<file path="src/rtl/core/wcs_pkg.sv">
// ----------------------------------------------------------------------------
// wcs_pkg
// shared types and codes of the waveform capture store with edge search
// ----------------------------------------------------------------------------
package wcs_pkg;

  localparam int CMD_W    = 2;
  localparam int BIT_W    = 5;
  localparam int CODE_W   = 8;
  localparam int START_W  = 12;
  localparam int TTIME_W  = 13;
  localparam int BIU_W    = 6;

  // command codes on the request channel
  typedef enum logic [CMD_W-1:0] {
    CMD_APPEND  = 2'd0,
    CMD_FIND    = 2'd1,
    CMD_COMPARE = 2'd2,
    CMD_RSVD    = 2'd3
  } wcs_cmd_t;

  // classified operation handed from front to back
  typedef enum logic [2:0] {
    OP_APPEND,
    OP_DROP,
    OP_FIND,
    OP_COMPARE,
    OP_NOP
  } wcs_op_t;

  typedef struct packed {
    wcs_op_t             op;
    logic [BIT_W-1:0]    bit_index;
    logic [CODE_W-1:0]   sample_value;
    logic [START_W-1:0]  start_time;
  } wcs_entry_t;

  typedef enum logic [2:0] {
    ST_IDLE,
    ST_PLANE,
    ST_ORIGIN,
    ST_SCAN,
    ST_CPLANE,
    ST_CPREV,
    ST_CCUR,
    ST_RESULT
  } wcs_state_t;

endpackage

</file>
<file path="src/rtl/core/wcs_queue.sv">
// ----------------------------------------------------------------------------
// wcs_queue
// two-entry queue between the classifying front and the executing back
// ----------------------------------------------------------------------------
module wcs_queue (
  input  logic                 clk,
  input  logic                 rst,
  input  logic                 push,
  input  wcs_pkg::wcs_entry_t  push_entry,
  output logic                 full,
  input  logic                 pop,
  output logic                 not_empty,
  output wcs_pkg::wcs_entry_t  head
);
  import wcs_pkg::*;

  localparam int DEPTH = 2;
  localparam int PTR_W = $clog2(DEPTH);
  localparam int CNT_W = $clog2(DEPTH + 1);

  wcs_entry_t        slots [DEPTH];
  logic [PTR_W-1:0]  wr_ptr;
  logic [PTR_W-1:0]  rd_ptr;
  logic [CNT_W-1:0]  count;

  assign full      = count == CNT_W'(DEPTH);
  assign not_empty = count != '0;
  assign head      = slots[rd_ptr];

  always_ff @(posedge clk) begin
    if (rst) begin
      wr_ptr <= '0;
      rd_ptr <= '0;
      count  <= '0;
    end else begin
      if (push) begin
        wr_ptr <= wr_ptr + PTR_W'(1);
      end
      if (pop) begin
        rd_ptr <= rd_ptr + PTR_W'(1);
      end
      if (push && !pop) begin
        count <= count + CNT_W'(1);
      end else if (pop && !push) begin
        count <= count - CNT_W'(1);
      end
    end
  end

  always_ff @(posedge clk) begin
    if (push) begin
      slots[wr_ptr] <= push_entry;
    end
  end

endmodule

</file>
<file path="config.mk">
export PLATFORM = sky130hd
export DESIGN_NAME = wcs_queue
export DESIGN_NICKNAME = d
export VERILOG_FILES = /design/src/rtl/core/wcs_pkg.sv /design/src/rtl/core/wcs_queue.sv
export SDC_FILE = /design/constraint.sdc
export NUM_CORES = 1
export LEC_CHECK = 0
export ABC_AREA = 0
export BUFFER_PORTS_ARGS = -buffer_cell sky130_fd_sc_hd__buf_2
export CAP_MARGIN = 20
export CORE_MARGIN = 1.5
export CORE_UTILIZATION = 25
export CTS_CLUSTER_DIAMETER = 80
export DETAILED_ROUTE_END_ITERATION = 8
export PLACE_DENSITY_LB_ADDON = 0.05
export SLEW_MARGIN = 40
export SYNTH_ARGS = -nofsm -noshare
export SYNTH_HDL_FRONTEND = slang
export SYNTH_SLANG_ARGS = --single-unit
</file>
<file path="constraint.sdc">
create_clock -name clk -period 2.88 [get_ports clk]
set_input_delay 0.576 -clock clk [delete_from_list [all_inputs] [get_ports clk]]
set_output_delay 0.576 -clock clk [all_outputs]
set_load 0.05 [all_outputs]
</file>
Word level (Yosys, flattened, before mapping)
Memories as Yosys holds them, arrays and structs flattened. A register that Yosys moved wholly into a read port is not among the register bits.
Index checks and enable logic that the tools add are counted.
{"block": "word_totals", "regBits": 4, "ram_bits": 56, "mem_count": 1}
{"block": "op_classes", "addsub": 4, "eq_ne": 1, "muxes": 6, "n_reduce_logical": 6}
{"memory": "slots", "words": 2, "word_bits": 28, "read_ports": 1, "rd_ports_with_merged_regs": 1, "wr": 1, "line_no": "wcs_queue.sv:21", "source": "wcs_entry_t slots [DEPTH];"}
{"operator": "1-bit 2-to-1 mux", "n": 4}
{"operator": "2-bit 2-to-1 mux", "n": 2}
{"operator": "2-bit nonzero test", "n": 2}
{"operator": "1-bit adder (second input constant)", "n": 2}
{"operator": "2-bit by 1-bit adder with 2-bit output (second input constant)", "n": 1}
{"operator": "2-bit == test (second input constant)", "n": 1}
{"operator": "1-bit logical AND", "n": 2}
{"operator": "1-bit zero test", "n": 2}
{"operator": "2-bit by 1-bit subtractor with 2-bit output (second input constant)", "n": 1}

Longest topological paths before layout
Gate-level depths: netlist of the first run.
{"block": "logic_depth", "depth_word": 4, "depth_mapped": 5, "ltp_nobuf": 5}

Least setup slack after synthesis of the first run
No wires, ideal clock.
{"block": "synth_path", "path_kind": "input -> register", "from": "input port push", "to": "memory slots[0][0] in the netlist's numbering, enable pin", "setup_time_ns": 0.416, "arrival_ns": 1.853, "t_required_ns": 2.464, "slack_ns": 0.611, "cell_stages": 1, "path_buffers": 0, "path_cell_list": "nor2b_1"}
{"block": "synth_between", "elab_chain_cells": 2}
{"element": "from (decl)", "line_no": "wcs_queue.sv:8", "source": "input logic push,"}
{"element": "1-bit 2-to-1 mux", "line_no": "wcs_queue.sv:51", "source": "if (push) begin"}
{"element": "1-bit 2-to-1 mux (implied by the code)", "line_no": "wcs_queue.sv:52", "source": "slots[wr_ptr] <= push_entry;"}
{"element": "to (decl)", "line_no": "wcs_queue.sv:21"}
No other way between the ends.

==> summary.txt, run 1 <==
Clock network
  – H-tree depth: 3
  – Clock Path Buffers: 2
  – Clock Latency Late Sink: roughly 0.33 ns
  – CTS tree: yes
  – Number of buffers created by CTS: 9
  – Clock Pin Slew Worst Setup and Hold Paths: ~0.070 ns
  – Root buffer cell: clkbuf_8
  – CTS Sinks: 61
  – Post-CTS Setup Bufs: 0
  – Post-cts resize count: 0
  – Hold_buf cts: 0

Place
  – Place WS: between 0.8 and 0.9 ns
  – HPWL after DPL: between 2000 and 3000 um
  – Placed instance area: 2718 um2
  – Port Buf Inserts: 61
  – Gp weighted congestion: about 0.63

Floorplan
  – DIE HEIGHT: 97.55 um
  – Rows: 34
  – IO Pins: between 60 and 70
  – Core area: between 8000 and 9000 um2
  – Die width: 97.55 um
  – Total Die Area: 9515 um2
  – Initial Util: 0.2575

Status
  – Status: complete, no violations

STA
  – Max-slew violations: 0
  – PnR worst setup slack: around 0.52 ns
  – Hold slack: approximately 0.43 ns
  – Final period util: 0.8211
  – Final setup violation count: 0
  – Clock skew: just under 0.007 ns
  – RSZ-0062 raised after global routing: no
  – Final Hold Viols: 0
  – Tmin final: 2.365 ns
  – Worst Tran Pin Value: ~0.53 ns
  – Fin Setup TNS: 0 ns
  – Worst rel slew slack: 0.6452
  – Max Clock Freq: ~420 MHz

Pwr
  – Sw Share: 0.2666
  – Seq pwr share: 0.474
  – Leak pwr: about 1.1 nW
  – Peak VDD IR: 0.2263 mV
  – Pwr/cell area: roughly 760 nW/um2
  – Combinational power share: 0.171
  – Clock power frac: 0.355
  – Switching power: 0.5914 mW
  – Int Power: ~1.6 mW

Setup path
  – R2r startpoint: wr_ptr
  – Reg2reg end: slots[0][20]
  – Max FO, Critical Path: 18
  – Crit. End Element: output pin
  – CP startpoint kind: register
  – Worst R2R Setup Slack: around 1.6 ns
  – Crit path buf inv count: 2
  – Delay of the slowest critical-path stage: 0.65 ns
  – Worst Path Arrival: 1.79 ns
  – Required time of the worst setup path: approximately 2.3 ns
  – Critical path's slowest cell: dfxtp_1
  – Critical path type: reg2out
  – R2R cell count: 2
  – Crit-path cells: buf_12, mux2_2, buf_2
  – Delay-heaviest family, CP: flip-flops

Synth
  – Cell count after synthesis: 109
  – Seq/Total Area, Yosys: 0.7973
  – Synthesized net count: 142
  – Syn avg cell area: 20.50 um2
  – Post-synthesis cell area: 2235 um2
  – Synth Register Bits: a little over 60
  – Ys Warns: 0
  – Synth unique cells: 17

Global route
  – Initial antenna violation count: 0
  – GRT overflow: 0
  – Vias in the first global route: 1342
  – First-pass GRT wire length: 6589 um
  – GRT Overall Usage: 0.09430
  – Pin count of the biggest net entering global routing: 19

Hold path
  – Hold_sp: push_entry[24]
  – WHS Endpoint: slots[1][24]
  – Hold Path Depth: 1
  – HP Class: in2reg

Routing
  – Violation count after the first detailed-route iteration: 21
  – Routed vias: 1181
  – Detailed Routing Iterations Pass 1: 4
  – ANT nets after route: 0
  – Wirelength per Cell: ~14 um
  – WL final: 4163 um
  – Residual DRC: 0
  – Via-per-instance ratio: 4.003

Final layout
  – Share of layout cells above drive strength 1: 0.5829
  – ANT cells: 0
  – Area Overhead vs Synth: 30.79%
  – Fin area: 2923 um2
  – Fin nets: 215

Run
  – Max-cap violations: 0
[worst max path at each step]
stage,start,end,slack (ns),cells past startpoint
final,register,head[3],0.52,3
after global routing,register,head[3],0.38,3
after CTS,register,head[3],0.44,3
after detailed placement,register,head[3],0.81,3
after global placement,register,head[5],0.82,3
after floorplan,push,slots[0][0],0.61,1
[metrics by stage]
stage | util | instances | total power [mW]
final | 0.3368 | 295 | 2.218
after global routing | 0.3368 | 295 | 2.317
after CTS | 0.3368 | 295 | 2.260
after detailed placement | 0.3131 | 279 | 1.458
after global placement | 0.3100 | 278 | 1.444
after floorplan | - | 109 | 1.347
[power groups by stage]
stage / registers [mW] / logic (mW) / clock network (mW)
2_1_floorplan: 1.06 / 0.286 / 0
3_3_place_gp: 1.07 / 0.374 / 0
3_5_place_dp: 1.07 / 0.386 / 0
4_1_cts: 1.05 / 0.387 / 0.820
5_1_grt: 1.06 / 0.401 / 0.859
6_report: 1.05 / 0.379 / 0.787
[per-layer routing]
| layer | part of all wire | routed length [um] | GRT usage |
|---|---|---|---|
| met1 | 0.42 | 1765 | 0.1052 |
| met2 | 0.50 | 2079 | 0.1506 |
| met3 | 0.055 | 229 | 0.03669 |
| met4 | 0.021 | 89 | 0.05934 |
| met5 | 0 | 0 | 0 |
[worst reg2reg max path, delay by kind of cell, from the launching register on]
kind,cells,cell delay [ns]
buffers and inverters,1,0.22
flip-flops,1,0.35
AND/OR/NAND/NOR,1,0.46
[registers in the layout (all words and copies together) (netlist names), named ones only]
name	flops
rd_ptr	1
count	2
wr_ptr	1
slots	56
[synth_stat cells]
cell | number | area share
dfxtp_1 | 5 | 0.045
buf_2 | 1 | 0.0022
buf_6 | 2 | 0.010
mux2_2 | 28 | 0.14
or2_2 | 1 | 0.0028
xor2_1 | 2 | 0.0078
nor2b_1 | 1 | 0.0028
ha_1 | 1 | 0.0056
nor2_1 | 4 | 0.0067
and2b_2 | 1 | 0.0039
xnor2_1 | 2 | 0.0078
or3_1 | 1 | 0.0028
a21oi_1 | 1 | 0.0022
inv_1 | 1 | 0.0017
o21ai_0 | 1 | 0.0022
edfxtp_1 | 56 | 0.75
and2_1 | 1 | 0.0028
[logic make-up (layout without fill, tap and decap cells)]
kind of cell	count (synthesis)	after routing	synth area share
AO/OA/AOI/OAI	2	2	0.004475
buffers and inverters	4	82	0.01399
XOR/XNOR	4	4	0.01568
flip-flops	61	61	0.7973
multiplexers	28	28	0.1411
adder cells (fa/ha/maj)	1	1	0.005598
AND/OR/NAND/NOR	9	9	0.02184
[cell usage in the layout (no fill, tap or decap), drive strengths merged]
cell type  Yosys  layout
and2           1       1
edfxtp        56      56
or2            1       1
xnor2          2       2
ha             1       1
clkinv         0       4
clkbuf         0      10
dfxtp          5       5
xor2           2       2
bufinv         0       2
o21ai          1       1
nor2b          1       1
buf            3      65
inv            1       1
or3            1       1
mux2          28      28
nor2           4       4
a21oi          1       1
and2b          1       1
[cell type report]
cell class              instances  area (um2)
flip-flops and latches         61        1782
clock buffers                  10       127.6
fillers                       900        5756
multi-input cells              44       429.2
inverters                       1       3.754
clock inverters                 6       77.57
repair buffers                 65       367.9
well taps                     108       135.1
Power figures use the tool's default switching activity.
==> run 2, diff against run 1 <==
Settings changed: ABC_AREA 0 to 1.
Clock period 2.88 ns to 2.29 ns, I/O delays scaled along.
==> summary.txt, run 2 <==
Clock network
  – Root buffer cell: clkbuf_8
  – Clock Latency Late Sink: 0.32 ns
  – Post-cts resize count: 0
  – Hold_buf cts: 0
  – Number of buffers created by CTS: 9
  – CTS Sinks: 61
  – Clock Path Buffers: 2
  – Clock Pin Slew Worst Setup and Hold Paths: roughly 0.070 ns
  – CTS tree: yes
  – H-tree depth: 3
  – Post-CTS Setup Bufs: 0

Synth
  – Synth Register Bits: 61
  – Top-count cell post-synth: edfxtp_1
  – Post-synthesis cell area: about 2300 um2
  – Commonest cells post-synth: 56 x edfxtp_1, 20 x mux2_4, 9 x inv_1
  – Post-synth EDFFs: 56
  – Post-synth ARST share: 0
  – Yosys top cell area share: 0.7157
  – Synth unique cells: 16
  – Cell count after synthesis: 120
  – Ys Warns: 0
  – Yosys top cell by area: edfxtp_1
  – Synthesized net count: 153
  – Syn avg cell area: around 20 um2
  – Ys flop type: edfxtp_1
  – Area contributors post-synth: edfxtp_1 72%, mux2_4 13%, dfxtp_1 4.3%
  – Seq/Total Area, Yosys: 0.7583

Routing
  – Via-per-instance ratio: between 3 and 4
  – Violation count after the first detailed-route iteration: 23
  – Residual DRC: 0
  – Detailed Routing Iterations Pass 1: 4
  – ANT nets after route: 0
  – Routed vias: about 1200
  – WL final: 4297 um
  – Wirelength per Cell: approximately 14 um

STA
  – Hold slack: 0.3164 ns
  – Final setup violation count: 0
  – Worst Tran Pin Value: roughly 0.46 ns
  – Tmin final: 2.002 ns
  – Worst rel slew slack: 0.6937
  – Clock skew: 0.006043 ns
  – Final Hold Viols: 0
  – RSZ-0062 raised after global routing: no
  – Final period util: 0.8741
  – Fin Setup TNS: 0 ns
  – Max Clock Freq: 499.6 MHz
  – Max-slew violations: 0

Final layout
  – Most frequent cells in the layout: 61 x buf_2, 56 x edfxtp_1, 20 x mux2_4, 9 x inv_1, 9 x clkbuf_8
  – Share of layout cells above drive strength 1: 0.5455
  – Commonest non-fill, non-tap cell in the layout: buf_2
  – Fin area: 2977 um2
  – FF/Latch Area: around 1800 um2
  – Area of the multi-input gates: 490.5 um2
  – Fin nets: 226
  – Area Overhead vs Synth: 26.68%
  – Top reg by flops: slots
  – Layout fillers: 916
  – Final Util: 0.3237
  – Final Non-Filler Cells: 309
  – Top flop regs: slots x56, count x2
  – ANT cells: 0
  – Largest register FFs: 56

Floorplan
  – DIE HEIGHT: 99.95 um
  – Core area: 9196 um2
  – Die width: 99.95 um
  – Initial Util: 0.2555
  – IO Pins: 62
  – Rows: 35
  – Total Die Area: 9990 um2

Setup path
  – Critical path type: reg2out
  – Crit. End Element: output pin
  – CP startpoint kind: register
  – Worst Path Arrival: 1.54 ns
  – Crit-path cells: buf_4, mux2_2, buf_2
  – Delay of the slowest critical-path stage: 0.38 ns
  – Crit path buf inv count: 2
  – Max FO, Critical Path: 16
  – Critical path's slowest cell: mux2_2
  – Delay-heaviest family, CP: buffers and inverters
  – Required time of the worst setup path: around 1.8 ns

Pwr
  – Leak pwr: 1.195 nW
  – Peak VDD IR: just over 0.3 mV
  – Pwr/cell area: 892.9 nW/um2

Place
  – DP Cell Count: between 200 and 300
  – HPWL after DPL: 2940 um
  – Port Buf Inserts: 61
  – Placed instance area: roughly 2800 um2
  – Gp weighted congestion: 0.6864

Run
  – Max-cap violations: 0

Global route
  – Pin count of the biggest net entering global routing: 30
  – GRT overflow: 0
  – Initial antenna violation count: 0
  – First-pass GRT wire length: ~6800 um
  – GRT Overall Usage: 0.09426
  – Vias in the first global route: 1389

Status
  – Status: complete, no violations

Hold path
  – HP Class: in2reg
==> run 2: cell count changes in the layout (fill, tap and decap cells not counted), sizes merged, moves of 2 or more <==
cell	delta
inv	+8
nor2	+2
nand2	+6
xor2	-2
==> run 2: routing by layer <==
metal  GRT usage  wire length (um)
met1     0.09688              1711
met3     0.05084               287
met5           0                 0
met2      0.1601              2228
met4     0.03900                69
==> run 2: where the power goes <==
| part | switching [mW] | leakage [nW] | internal [mW] |
|---|---|---|---|
| Sequential | 0.0174 | 0.568 | 1.29 |
| Clock | 0.389 | 0.0907 | 0.496 |
| Combinational | 0.319 | 0.537 | 0.151 |
==> run 2: cell families (layout without fill, tap and decap cells) <==
kind of cell / Yosys count / in the layout / share of synthesized area
adder cells (fa/ha/maj): 1 / 1 / 0.005324
flip-flops: 61 / 61 / 0.7583
AND/OR/NAND/NOR: 15 / 15 / 0.02609
XOR/XNOR: 1 / 1 / 0.003728
buffers and inverters: 12 / 90 / 0.03621
multiplexers: 28 / 28 / 0.1661
AO/OA/AOI/OAI: 2 / 2 / 0.004256
==> run 2: final timing paths <==
path | startpoint | endpoint | slack [ns] | cells after the start
setup / recovery | register | head[14] | 0.29 | 3
hold / removal | push_entry[9] | slots[1][9] | 0.32 | 1
setup reg to reg | wr_ptr | slots[0][12] | 1.02 | 2
hold reg to reg | rd_ptr | rd_ptr | 0.51 | 2
==> run 2: metrics by stage <==
step           total power, mW  setup WS, ns
6_report                 2.658        0.2883
4_1_cts                  2.707        0.2356
2_1_floorplan            1.696        0.1963
5_1_grt                  2.785        0.1962
3_3_place_gp             1.794        0.6455
3_5_place_dp             1.807        0.6026
==> run 2: cell type report <==
cell class                      count  area share
Clock buffer                       11     0.04414
Inverter                            9     0.01135
Multi-Input combinational cell     47      0.1648
Tap cell                          111     0.04666
Timing Repair Buffer               65      0.1169
Clock inverter                      5     0.01723
Sequential cell                    61      0.5990
==> run 2: worst reg2reg max path, delay by kind of cell, from the launching register on <==
kind                   cells  cell delay [ns]
flip-flops                 1             0.34
buffers and inverters      1             0.22
AND/OR/NAND/NOR            1             0.40
